$ cat config.mk
export PLATFORM = sky130hd
export DESIGN_NAME = csbf_ctrl
export DESIGN_NICKNAME = d
export VERILOG_FILES = /design/src/rtl/csbf_pkg.sv /design/src/rtl/csbf_ctrl.sv
export SDC_FILE = /design/constraint.sdc
export NUM_CORES = 1
export LEC_CHECK = 0
export ABC_AREA = 1
export BUFFER_PORTS_ARGS = -buffer_cell sky130_fd_sc_hd__buf_4
export CORE_AREA = 2 2 39 41
export CTS_BUF_LIST = sky130_fd_sc_hd__clkbuf_8
export CTS_CLUSTER_SIZE = 20
export DETAILED_ROUTE_END_ITERATION = 8
export DIE_AREA = 0 0 41 43
export GPL_ROUTABILITY_DRIVEN = 1
export PLACE_DENSITY = 0.64
export SETUP_SLACK_MARGIN = 0.5
export SKIP_LAST_GASP = 1
export SYNTH_ARGS = -nofsm -noshare
export SYNTH_HDL_FRONTEND = slang
export SYNTH_SLANG_ARGS = --single-unit
$ cat constraint.sdc
create_clock -name i_clk -period 1.3 [get_ports i_clk]
set_input_delay 0.39 -clock i_clk [delete_from_list [all_inputs] [get_ports i_clk]]
set_output_delay 0.39 -clock i_clk [all_outputs]
set_load 0.02 [all_outputs]
$ cat src/rtl/csbf_pkg.sv
// Shared types and constants of the CRT scanline bloom filter.
// Used by csbf_ctrl, csbf_dp and the top level; no dependencies.
package csbf_pkg;

    localparam int CFG_W = 11;
    localparam int PIX_W = 24;

    localparam logic REG_FRAME_WIDTH  = 1'b0;
    localparam logic REG_FRAME_HEIGHT = 1'b1;

    localparam logic [1:0] RD_CTR   = 2'd0;
    localparam logic [1:0] RD_LEFT  = 2'd1;
    localparam logic [1:0] RD_RIGHT = 2'd2;
    localparam logic [1:0] RD_UP    = 2'd3;

    localparam logic [10:0] DEF_WIDTH  = 11'd640;
    localparam logic [10:0] DEF_HEIGHT = 11'd480;

    localparam logic [7:0]  DARK_MUL = 8'd222;
    localparam logic [9:0]  KNEE_SUM = 10'd561;
    localparam logic [25:0] RECIP    = 26'd59886255;
    localparam int          RECIP_SH = 37;

    typedef struct packed {
        logic       latch;
        logic       wrap;
        logic       setpos;
        logic       frame_start;
        logic       drain_end;
        logic [1:0] rd_sel;
        logic       cap_en;
        logic [1:0] cap_sel;
        logic       sum;
        logic       prod;
        logic       scale;
        logic       recip;
        logic       load_out;
        logic       wr;
        logic       adv_in;
        logic       adv_out;
    } t_cmd;

    typedef struct packed {
        logic is_drain;
        logic pending;
        logic out_ge_h;
        logic row_ge2;
        logic interior;
        logic out_busy;
    } t_stat;

    function automatic logic [11:0] warm_of(input logic [1:0] c);
        logic [11:0] v;
        case (c)
            2'd0:    v = 12'd2913;
            2'd1:    v = 12'd2702;
            default: v = 12'd2020;
        endcase
        return v;
    endfunction

    function automatic logic [11:0] triad_of(input logic [1:0] c);
        return (c == 2'd1) ? 12'd2560 : 12'd3072;
    endfunction

endpackage

$ cat src/rtl/csbf_ctrl.sv
// Sequencer of the CRT scanline bloom filter: one item at a time.
// Depends on csbf_pkg; drives the datapath by t_cmd, reads t_stat.
module csbf_ctrl import csbf_pkg::*; (
    input  logic  i_clk,
    input  logic  i_rst_n,
    input  logic  i_valid,
    output logic  o_ready,
    input  t_stat i_stat,
    output t_cmd  o_cmd
);
    localparam logic [3:0] S_IDLE    = 4'd0;
    localparam logic [3:0] S_RESOLVE = 4'd1;
    localparam logic [3:0] S_CHECK   = 4'd2;
    localparam logic [3:0] S_RD_C    = 4'd3;
    localparam logic [3:0] S_CAP_C   = 4'd4;
    localparam logic [3:0] S_CAP_L   = 4'd5;
    localparam logic [3:0] S_CAP_R   = 4'd6;
    localparam logic [3:0] S_CAP_U   = 4'd7;
    localparam logic [3:0] S_SUM     = 4'd8;
    localparam logic [3:0] S_PROD    = 4'd9;
    localparam logic [3:0] S_SCALE   = 4'd10;
    localparam logic [3:0] S_RECIP   = 4'd11;
    localparam logic [3:0] S_EMIT    = 4'd12;
    localparam logic [3:0] S_WRITE   = 4'd13;

    logic [3:0] r_state, n_state;

    always_ff @(posedge i_clk) begin
        if (!i_rst_n) begin
            r_state <= S_IDLE;
        end else begin
            r_state <= n_state;
        end
    end

    assign o_ready = (r_state == S_IDLE);

    always_comb begin
        n_state = r_state;
        o_cmd   = '0;
        unique case (r_state)
            S_IDLE: begin
                if (i_valid) begin
                    o_cmd.latch = 1'b1;
                    n_state     = S_RESOLVE;
                end
            end
            S_RESOLVE: begin
                o_cmd.wrap = 1'b1;
                n_state    = S_CHECK;
            end
            S_CHECK: begin
                if (i_stat.is_drain) begin
                    if (!i_stat.pending) begin
                        n_state = S_IDLE;
                    end else if (i_stat.out_ge_h) begin
                        o_cmd.drain_end = 1'b1;
                        n_state         = S_IDLE;
                    end else begin
                        o_cmd.setpos = 1'b1;
                        n_state      = S_RD_C;
                    end
                end else begin
                    o_cmd.frame_start = 1'b1;
                    o_cmd.setpos      = 1'b1;
                    n_state           = i_stat.row_ge2 ? S_RD_C : S_WRITE;
                end
            end
            S_RD_C: begin
                o_cmd.rd_sel = RD_CTR;
                n_state      = S_CAP_C;
            end
            S_CAP_C: begin
                o_cmd.cap_en  = 1'b1;
                o_cmd.cap_sel = RD_CTR;
                o_cmd.rd_sel  = RD_LEFT;
                n_state = (!i_stat.is_drain && i_stat.interior) ? S_CAP_L : S_EMIT;
            end
            S_CAP_L: begin
                o_cmd.cap_en  = 1'b1;
                o_cmd.cap_sel = RD_LEFT;
                o_cmd.rd_sel  = RD_RIGHT;
                n_state       = S_CAP_R;
            end
            S_CAP_R: begin
                o_cmd.cap_en  = 1'b1;
                o_cmd.cap_sel = RD_RIGHT;
                o_cmd.rd_sel  = RD_UP;
                n_state       = S_CAP_U;
            end
            S_CAP_U: begin
                o_cmd.cap_en  = 1'b1;
                o_cmd.cap_sel = RD_UP;
                n_state       = S_SUM;
            end
            S_SUM: begin
                o_cmd.sum = 1'b1;
                n_state   = S_PROD;
            end
            S_PROD: begin
                o_cmd.prod = 1'b1;
                n_state    = S_SCALE;
            end
            S_SCALE: begin
                o_cmd.scale = 1'b1;
                n_state     = S_RECIP;
            end
            S_RECIP: begin
                o_cmd.recip = 1'b1;
                n_state     = S_EMIT;
            end
            S_EMIT: begin
                if (!i_stat.out_busy) begin
                    o_cmd.load_out = 1'b1;
                    if (i_stat.is_drain) begin
                        o_cmd.adv_out = 1'b1;
                        n_state       = S_IDLE;
                    end else begin
                        n_state = S_WRITE;
                    end
                end
            end
            S_WRITE: begin
                o_cmd.wr     = 1'b1;
                o_cmd.adv_in = 1'b1;
                n_state      = S_IDLE;
            end
            default: begin
                n_state = S_IDLE;
            end
        endcase
    end
endmodule

==> results of run 1 <==
==> what timing repair did <==
action / CTS / global route
gates resized for setup: 39 / 13
pin swaps: 15 / 11
setup buffers: 6 / 6
hold buffers: 0 / 0
endpoints found under the setup margin: 23 / 23
==> power by group <==
group | leakage, nW | switching, mW | internal (mW)
clock | 0.0269 | 0.0646 | 0.201
combinational | 0.480 | 0.582 | 0.475
sequential | 0.0356 | 0.0437 | 0.155
==> kinds of logic after synthesis <==
kind of cell / count (synthesis)
AND/OR/NAND/NOR: 46
buffers and inverters: 15
flip-flops: 4
AO/OA/AOI/OAI: 13
==> final cells by class <==
class / count / share of cell area
Clock buffer: 3 / 0.0331
Clock inverter: 1 / 0.00301
Multi-Input combinational cell: 59 / 0.412
Inverter: 13 / 0.0511
Timing Repair Buffer: 55 / 0.409
Sequential cell: 4 / 0.0762
Tap cell: 16 / 0.0160
==> metal layers <==
metal,up-vias,GRT usage,share of wire
met4,0,0.0800,0.027
met2,36,0.472,0.55
met1,361,0.292,0.37
met3,6,0.0209,0.055
met5,-,0,0
li1,362,-,-
==> worst paths after layout <==
kind         startpoint  cells past startpoint          to
max          r_state[1]                      5    o_cmd[0]
min             i_rst_n                      3  r_state[0]
max reg2reg  r_state[1]                     11  r_state[0]
min reg2reg  r_state[3]                      5  r_state[2]
==> critical path, cell delays in order (launching register included) <==
cell	delay [ns]
dfxtp_4	0.37
buf_4	0.15
nor2_4	0.13
nand2_2	0.11
nor3_4	0.12
buf_6	0.14
==> placed cells by master, fill, tap and decap left out <==
cell / count
nand4_1: 1
inv_6: 2
nand2_8: 3
nand3_2: 2
inv_2: 3
nand3_4: 1
clkbuf_8: 3
nor2_2: 2
nand2_2: 5
inv_1: 7
a21oi_1: 3
nand3_1: 5
buf_6: 26
o21a_1: 1
dfxtp_4: 4
nor2_1: 3
buf_4: 29
o21ai_1: 4
nor2_4: 13
nand2_1: 7
a21oi_4: 3
inv_4: 2
nor3_2: 1
nand2_4: 1
o21ai_0: 1
nor3_4: 2
o21bai_1: 1
==> per-stage QoR <==
step	hold WS, ns	TNS [ns]	util	instances	area (um^2)
after floorplan	0.558	-0.00503	-	78	596
final	0.438	-4.77	0.902	151	1250
after global placement	0.663	-0.913	0.665	135	920
after global routing	0.462	-5.83	0.902	151	1250
after detailed placement	0.674	-1.21	0.665	135	920
after CTS	0.451	-3.92	0.836	145	1160
==> reports/qor.yml, run 1 <==
outcome:
  status: "complete, but fails checks"
  violations: "setup timing"
global_route:
  antenna_found_initial: 0
  first_global_vias: 760
  grt_usage: 0.259
  grt_pass1_wl_um: 3150
  grt_start_max_net_pins: 7
  grt.overflow.total: 0
clocking:
  cts_root_buffer: "clkbuf_8"
  cts_sinks: 4
  cts-buffers-inserted: 3
  clk_latency_ns: 0.21
  cts.clk_slew.worst_paths_ns: 0.03
  clockBufferDepth: 2
  cts_max_level: 1
  tritoncts: "built"
die:
  ios: 28
  coreArea_um2: 1380
  die_area_um2: 1760
  initial_core_util: 0.319
  die_h_um: 43
  num_rows: 14
  fp.dieW_um: 41
critical_path:
  crit_type: "register to output port"
  cp_max_fo: 5
  required_ns: 0.91
  critPathCaptureType: "output port"
  crit_path_start_kind: "register"
  critPathArrivalTime_ns: 1.23
  rrSetupSlack_ns: -0.17
synthesis:
  ys_types: 19
  async_flop_share: 0
  synth-compound-area-share: 0.184
  yosysTopAreaCell: "dfxtp_1"
  synthAdderAreaFrac: 0
  synthXorXnorAreaFrac: 0
  ys_seq_area_frac: 0.181
  synthTopCellsByArea: "dfxtp_1 (18%), nand2_1 (13%), nor2_1 (11%)"
  postSynthAreaPerCell_um2: 5.66
  synth_top_family_by_area: "simple AND/OR/NAND/NOR gates"
  synth_mux_area_frac: 0
  synth_edf_count: 0
  netlist.area_leader.share: 0.181
  yosysWarnings: 0
  synthCells: 78
  synth_ff_type: "dfxtp_1"
  ys_ff_latch: 4
  syn-num-nets: 87
  yosysMostFrequentCell: "nand2_1"
  syn_area_um2: 442
  synth_common_cells: "nand2_1 (15), nor2_1 (13), inv_1 (10)"
  synth_simple_gate_area_share: 0.496
detailed_routing:
  wl_per_cell_um: 15.3
  drtIter0Drc: 12
  viasPerCell: 5.07
  via_count: 765
  drt-total-wl_um: 2300
  drc: 0
  ant_nets: 0
  drt_first_pass_iters: 4
placed_design:
  place_hpwl_um: 1240
  place_ws_ns: -0.148
  port_buffers: 27
  gp_congestion: 0.817
power_and_ir_drop:
  power_leakage_nw: 0.542
  vdd.ir_drop.worst_mv: 0.927
  p_per_area_nw_per_um2: 1220
  p_total_mw: 1.52
final_layout:
  seq_area_um2: 95.1
  top_regs: "r_state (4)"
  syn_to_final_growth_pct: 183
  fin_nets: 145
  fillerInstances: 64
  largest_reg_flops: 4
  diodes: 0
  top_register: "r_state"
  drive_gt1_frac: 0.756
  multi_input_area_um2: 514
timing:
  slew_headroom: 0.805
  finalCritPeriodShare: 1.24
  max_freq_mhz: 618
  setup_viol: 23
  rsz0062_at_grt: "true"
  skew_ns: 0.00149
  worst_slew_pin_slew_ns: 0.289
  slew_violations: 0
  hold_violations: 0
  min_period_ns: 1.62
  setup_ws_ns: -0.317
worst_hold_path:
  hold_class: "primary input to register"
job:
  maxCapViolCount: 0
Note: power is estimated with default switching activity, not from simulation.
==> run 2, diff against run 1 <==
--- a/config.mk
+++ b/config.mk
@@ -5,7 +5,6 @@
 export SDC_FILE = /design/constraint.sdc
 export NUM_CORES = 1
 export LEC_CHECK = 0
-export ABC_AREA = 1
 export BUFFER_PORTS_ARGS = -buffer_cell sky130_fd_sc_hd__buf_4
 export CORE_AREA = 2 2 39 41
 export CTS_BUF_LIST = sky130_fd_sc_hd__clkbuf_8
@@ -13,7 +12,7 @@
 export DETAILED_ROUTE_END_ITERATION = 8
 export DIE_AREA = 0 0 41 43
 export GPL_ROUTABILITY_DRIVEN = 1
-export PLACE_DENSITY = 0.64
+export PLACE_DENSITY = 0.67
 export SETUP_SLACK_MARGIN = 0.5
 export SKIP_LAST_GASP = 1
 export SYNTH_ARGS = -nofsm -noshare
==> run 2 against run 1 <==
Compared with the run above: the flow now stops in 5_1_grt; area after synthesis increased by 9.6%; synthesized cell count is 5.1% lower.
==> reports/qor.yml, run 2 <==
timing:
  worstEpCategory: "primary output"
  worst_endpoint: "o_cmd[15]"
outcome:
  lastStage: "5_1_grt"
  status: "stopped before the end"
  error: "[ERROR DPL-0033] detailed placement checks failed during check placement."
die:
  ios: 28
  num_rows: 14
  die_h_um: 43
  initial_core_util: 0.350
  fp.dieW_um: 41
synthesis:
  syn_area_um2: 484
  yosysTopAreaCell: "dfxtp_1"
  syn-num-nets: 83
  async_flop_share: 0
  synth_edf_count: 0
  synthCells: 74
  ys_ff_latch: 4
  ys_types: 31
  netlist.area_leader.share: 0.165
  ys_seq_area_frac: 0.165
  synthTopCellsByArea: "dfxtp_1 (17%), nor2_1 (9.3%), nand2b_1 (9.0%)"
  synth_common_cells: "nor2_1 (12), nand2_1 (7), nand2b_1 (7)"
  postSynthAreaPerCell_um2: 6.54
  yosysMostFrequentCell: "nor2_1"
  synth_ff_type: "dfxtp_1"
  yosysWarnings: 0
placed_design:
  place_hpwl_um: 1320
  dp.cells: 128
  gp_congestion: 0.877
  dpl_cell_area_um2: 921
  port_buffers: 27
clocking:
  clockBufferDepth: 2
  cts-buffers-inserted: 3
  cts_sinks: 4
  cts_root_buffer: "clkbuf_8"
  cts_max_level: 1
global_route:
  antenna_found_initial: 0
  grt_start_max_net_pins: 11
==> run 2: logic make-up after synthesis <==
kind of cell,after synthesis,share of synthesized area
XOR/XNOR,1,0.0181
AND/OR/NAND/NOR,39,0.411
AO/OA/AOI/OAI,19,0.292
buffers and inverters,11,0.114
flip-flops,4,0.165
==> run 2: what timing repair did <==
action	in CTS
hold buffers	0
buffers inserted	18
setup endpoints to repair	23
gates resized for setup	51
pin swaps	16
==> run 2: per-stage QoR <==
step,hold WS (ns),setup slack (ns)
2_1_floorplan,0.528,-0.271
4_1_cts,0.454,-0.466
3_3_place_gp,0.637,-0.239
3_5_place_dp,0.620,-0.249
==> run 3, diff against run 2 <==
==> config.mk (replaced) <==
export PLATFORM = sky130hd
export DESIGN_NAME = csbf_ctrl
export DESIGN_NICKNAME = d
export VERILOG_FILES = /design/src/rtl/csbf_pkg.sv /design/src/rtl/csbf_ctrl.sv
export SDC_FILE = /design/constraint.sdc
export NUM_CORES = 1
export LEC_CHECK = 0
export BUFFER_PORTS_ARGS = -buffer_cell sky130_fd_sc_hd__buf_4
export CORE_AREA = 2 2 63 65
export DETAILED_ROUTE_END_ITERATION = 8
export DIE_AREA = 0 0 65 67
export GPL_ROUTABILITY_DRIVEN = 1
export PLACE_DENSITY_LB_ADDON = 0.15
export SKIP_LAST_GASP = 1
export SYNTH_ARGS = -nofsm -noshare
export SYNTH_HDL_FRONTEND = slang
export SYNTH_SLANG_ARGS = --single-unit
==> run 3 against run 2 <==
Compared with the run above: the flow now finishes, with violations (setup timing); synthesized cell count is the same; area after synthesis is the same.
==> reports/qor.yml, run 3 <==
outcome:
  status: "complete, but fails checks"
  violations: "setup timing"
detailed_routing:
  wl_per_cell_um: 12.4
  drt_first_pass_iters: 4
  via_count: 757
  drt-total-wl_um: 2220
  ant_nets: 0
  drc: 0
  drtIter0Drc: 12
  viasPerCell: 4.23
final_layout:
  syn_to_final_growth_pct: 179
  final_cell_mix: "buf_4 (33), buf_6 (26), nor2_4 (8)"
  diodes: 0
  layout_commonest_cell: "buf_4"
  top_regs: "r_state (4)"
  top_register: "r_state"
  largest_reg_flops: 4
  drive_gt1_frac: 0.802
  fin_nets: 142
job:
  maxCapViolCount: 0
global_route:
  grt_pass1_wl_um: 3240
  first_global_vias: 725
  grt.overflow.total: 0
  grt_usage: 0.0961
  grt_start_max_net_pins: 10
  antenna_found_initial: 0
critical_path:
  critPathCaptureType: "output port"
  crit_type: "register to output port"
  slowest_delay_ns: 0.57
  critPathSlowestCell: "or4b_4"
  cp_max_fo: 4
  crit_path_start_kind: "register"
  regToRegStartpoint: "r_state[2]"
  r2r_cells: 11
  rrSetupSlack_ns: -0.23
  cp_top_family: "simple AND/OR/NAND/NOR gates"
  critPathArrivalTime_ns: 1.39
  cp_num_buf_inv: 1
  timing.critical_path.cells: "or4b_4 -> a21oi_4 -> buf_6"
  reg2reg_to: "r_state[0]"
  required_ns: 0.91
  worst-path-stages: 3
timing:
  finalCritPeriodShare: 1.37
  setup_ws_ns: -0.481
  max_freq_mhz: 562
  setup_viol: 23
  min_period_ns: 1.78
  hold_violations: 0
  rsz0062_at_grt: "true"
  skew_ns: 0.00177
  slew_violations: 0
  slew_headroom: 0.783
  worst_slew_pin_slew_ns: 0.323
synthesis:
  synth_edf_count: 0
  ys_types: 31
  syn-num-nets: 83
  yosysWarnings: 0
  async_flop_share: 0
  netlist.area_leader.share: 0.165
  synthTopCellsByArea: "dfxtp_1 (17%), nor2_1 (9.3%), nand2b_1 (9.0%)"
  syn_area_um2: 484
  ys_ff_latch: 4
  yosysTopAreaCell: "dfxtp_1"
  synth_common_cells: "nor2_1 (12), nand2_1 (7), nand2b_1 (7)"
  yosysMostFrequentCell: "nor2_1"
  synthCells: 74
  synth_ff_type: "dfxtp_1"
  postSynthAreaPerCell_um2: 6.54
  ys_seq_area_frac: 0.165
placed_design:
  port_buffers: 27
  gp_congestion: 0.804
  place_ws_ns: -0.308
  place_hpwl_um: 1490
clocking:
  clockBufferDepth: 2
  clk_latency_ns: 0.22
  cts.clk_slew.worst_paths_ns: 0.03
  tritoncts: "built"
  cts-buffers-inserted: 3
  cts_max_level: 1
  cts_sinks: 4
  cts_root_buffer: "clkbuf_8"
  postCtsHoldBufs: 0
worst_hold_path:
  min_from: "i_rst_n"
  hold_path_depth: 3
  hold-path-endpoint: "r_state[0]"
  hold_class: "primary input to register"
die:
  ios: 28
  die_area_um2: 4360
  coreArea_um2: 3610
  initial_core_util: 0.134
  die_h_um: 67
  fp.dieW_um: 65
  num_rows: 22
power_and_ir_drop:
  power_leakage_nw: 0.584
  p_per_area_nw_per_um2: 938
  p_total_mw: 1.27
  vdd.ir_drop.worst_mv: 0.534
[run 3: cell counts after synthesis]
No cell type changed its count.
[run 3: worst register-to-register path, delay by kind of cell (launching register included)]
| kind | cells | cell delay (ns) |
|---|---|---|
| AO/OA/AOI/OAI | 2 | 0.28 |
| flip-flops | 1 | 0.31 |
| AND/OR/NAND/NOR | 2 | 0.10 |
| buffers and inverters | 7 | 0.77 |
[run 3: routing by layer]
layer	wire, um	up-vias	part of all wire	GRT usage
met1	965	361	0.43	0.114
met5	0	-	0	0
met4	20	0	0.0090	0.0399
met2	1160	21	0.52	0.171
met3	78	2	0.035	0.0152
li1	-	373	-	-
[run 3: through the flow]
| stage | util | TNS [ns] | hold WS (ns) | instance area (um^2) | instances |
|---|---|---|---|---|---|
| 6_report | 0.374 | -7.15 | 0.456 | 1350 | 179 |
| 2_1_floorplan | - | -2.11 | 0.528 | 578 | 74 |
| 3_5_place_dp | 0.263 | -2.94 | 0.675 | 950 | 165 |
| 3_3_place_gp | 0.263 | -2.78 | 0.674 | 950 | 165 |
| 5_1_grt | 0.374 | -8.14 | 0.464 | 1350 | 179 |
| 4_1_cts | 0.330 | -6.75 | 0.462 | 1190 | 173 |
[run 3: cell families after synthesis]
family | synth area share
AND/OR/NAND/NOR | 0.411
AO/OA/AOI/OAI | 0.292
buffers and inverters | 0.114
flip-flops | 0.165
XOR/XNOR | 0.0181
[run 3: area by class of cell]
type / instances / area, um^2
clock buffer: 3 / 41.3
timing repair buffer: 61 / 571
multi-input combinational: 59 / 574
inverter: 4 / 20.0
tap: 48 / 60.1
fill: 365 / 2260
sequential: 4 / 83.8
[run 3: report_power, final]
part / total, mW / leakage [nW] / switching [mW] / internal (mW)
clock network: 0.264 / 0.0216 / 0.0663 / 0.198
logic: 0.845 / 0.529 / 0.409 / 0.436
registers: 0.157 / 0.0340 / 0.0140 / 0.144
total: 1.27 / 0.584 / 0.489 / 0.777
[run 3: worst max-delay path by stage]
stage | start | endpoint
final | r_state[0] | o_cmd[15]
after CTS | r_state[0] | o_cmd[15]
after global routing | r_state[0] | o_cmd[15]
after global placement | r_state[3] | o_cmd[15]
after floorplan | r_state[0] | o_cmd[14]
after detailed placement | r_state[3] | o_cmd[15]
[run 3: repair_timing]
| action | 4_1_cts | 5_1_grt |
|---|---|---|
| pin swaps | 7 | 13 |
| resized for setup | 38 | 31 |
| setup endpoints to repair | 23 | 23 |
| setup buffers | 5 | 6 |
==> run 4, diff against run 3 <==
==> constraint.sdc (replaced) <==
create_clock -name i_clk -period 2.2 [get_ports i_clk]
set_input_delay 0.66 -clock i_clk [delete_from_list [all_inputs] [get_ports i_clk]]
set_output_delay 0.66 -clock i_clk [all_outputs]
set_load 0.02 [all_outputs]
==> run 4 against run 3 <==
Compared with the run above: the flow now finishes without violations; cell count shrank 15%; clock skew increased by 0.00053 ns; routed wire length fell by 26%; sequential share of layout area is 4.1 points higher; core utilization decreased by 15 points; total power fell by 60%; register-to-register slack improved by 0.98 ns; critical endpoint unchanged.
==> reports/qor.yml, run 4 (synthesis gave the netlist of run 3 again) <==
final_layout:
  final_cell_mix: "buf_4 (34), nor2_1 (12), nand2_1 (7), nand2b_1 (7), nor3_1 (5)"
  top_register: "r_state"
  drive_gt1_frac: 0.413
  syn_to_final_growth_pct: 65.9
  fin_nets: 115
  largest_reg_flops: 4
  layout_commonest_cell: "buf_4"
  finalNonFillerCells: 152
  top_regs: "r_state (4)"
  diodes: 0
timing:
  skew_ns: 0.00230
  setup_ws_ns: 0.0560
  holdWs_ns: 0.661
  min_period_ns: 2.14
  setup_viol: 0
  slew_headroom: 0.811
  rsz0062_at_grt: "false"
  tns_ns: 0
  finalCritPeriodShare: 0.975
  worst_slew_pin_slew_ns: 0.280
  max_freq_mhz: 466
  slew_violations: 0
  hold_violations: 0
clocking:
  cts-buffers-inserted: 3
  cts_root_buffer: "clkbuf_8"
  cts_resized: 0
  cts_sinks: 4
  cts_setup_buffers: 0
  postCtsHoldBufs: 0
  clockBufferDepth: 2
  tritoncts: "built"
  cts.clk_slew.worst_paths_ns: 0.03
  cts_max_level: 1
  clk_latency_ns: 0.21
power_and_ir_drop:
  switching_share: 0.375
  power_leakage_nw: 0.352
  p_sw_mw: 0.192
  clkPwrFrac: 0.297
  combPwrFrac: 0.497
  vdd.ir_drop.worst_mv: 0.264
  pwr-share-seq: 0.206
  p_per_area_nw_per_um2: 637
  intPower_mw: 0.320
  p_total_mw: 0.512
detailed_routing:
  drtIter0Drc: 23
  drt-total-wl_um: 1650
  drt_first_pass_iters: 4
  via_count: 632
  drc: 0
  ant_nets: 0
  wl_per_cell_um: 10.8
  viasPerCell: 4.16
die:
  die_area_um2: 4360
  fp.dieW_um: 65
  ios: 28
  coreArea_um2: 3610
  num_rows: 22
  die_h_um: 67
  initial_core_util: 0.134
critical_path:
  rrSetupSlack_ns: 0.75
  critPathArrivalTime_ns: 1.48
  cp_max_fo: 7
  required_ns: 1.54
  critPathCaptureType: "output port"
  crit_type: "register to output port"
  crit_path_start_kind: "register"
global_route:
  antenna_found_initial: 0
  grt_usage: 0.0800
  grt_pass1_wl_um: 2700
  grt_start_max_net_pins: 12
  grt.overflow.total: 0
  first_global_vias: 573
job:
  maxCapViolCount: 0
placed_design:
  place_ws_ns: 0.227
  port_buffers: 27
  place_hpwl_um: 1330
  gp_congestion: 0.815
  dp.cells: 149
outcome:
  status: "finished clean"
worst_hold_path:
  hold_class: "register to register"
-- run 4: cell count changes in the layout (fill, tap and decap cells not counted), moves of 4 or more --
cell,before,now
nor3_1,1,5
nand2b_1,3,7
nor2_4,8,0
nand2_1,3,7
nor2_1,3,12
buf_6,26,0
nand2b_4,4,0
-- run 4: metrics by stage --
stage,util,instance area (um^2)
2_1_floorplan,-,484
3_3_place_gp,0.211,759
3_5_place_dp,0.211,759
4_1_cts,0.222,801
5_1_grt,0.223,803
6_report,0.223,803
-- run 4: worst max-delay path, cell delays in order, from the launching register on --
cell and delay, ns:
dfxtp_1 0.37, or4b_4 0.57, a21oi_4 0.16, buf_4 0.16
-- run 4: cell type report --
type	instances	area, um^2
repair buffers	34	255
multi-input cells	59	349
well taps	48	60.1
inverters	4	15.0
flip-flops and latches	4	82.6
fillers	408	2800
clock buffers	3	41.3
-- run 4: final timing paths --
path | start | endpoint | depth (start not counted)
max reg2reg | r_state[0] | r_state[3] | 5
min reg2reg | r_state[3] | r_state[0] | 3
min | r_state[3] | r_state[0] | 3
max | r_state[0] | o_cmd[15] | 3
-- run 4: power groups by stage --
stage	Clock, mW	Combinational (mW)	Sequential (mW)
after floorplan	0	0.173	0.0904
after global placement	0	0.262	0.106
after detailed placement	0	0.256	0.105
after CTS	0.157	0.257	0.104
after global routing	0.162	0.282	0.109
final	0.152	0.254	0.106
-- run 4: metal layers --
layer	share of wire	wire [um]	global-route usage	vias up
met5	0	0	0	-
met4	0.014	23	0.0479	0
met3	0.048	79	0.00845	2
met2	0.45	749	0.117	24
met1	0.48	796	0.111	286
li1	-	-	-	320
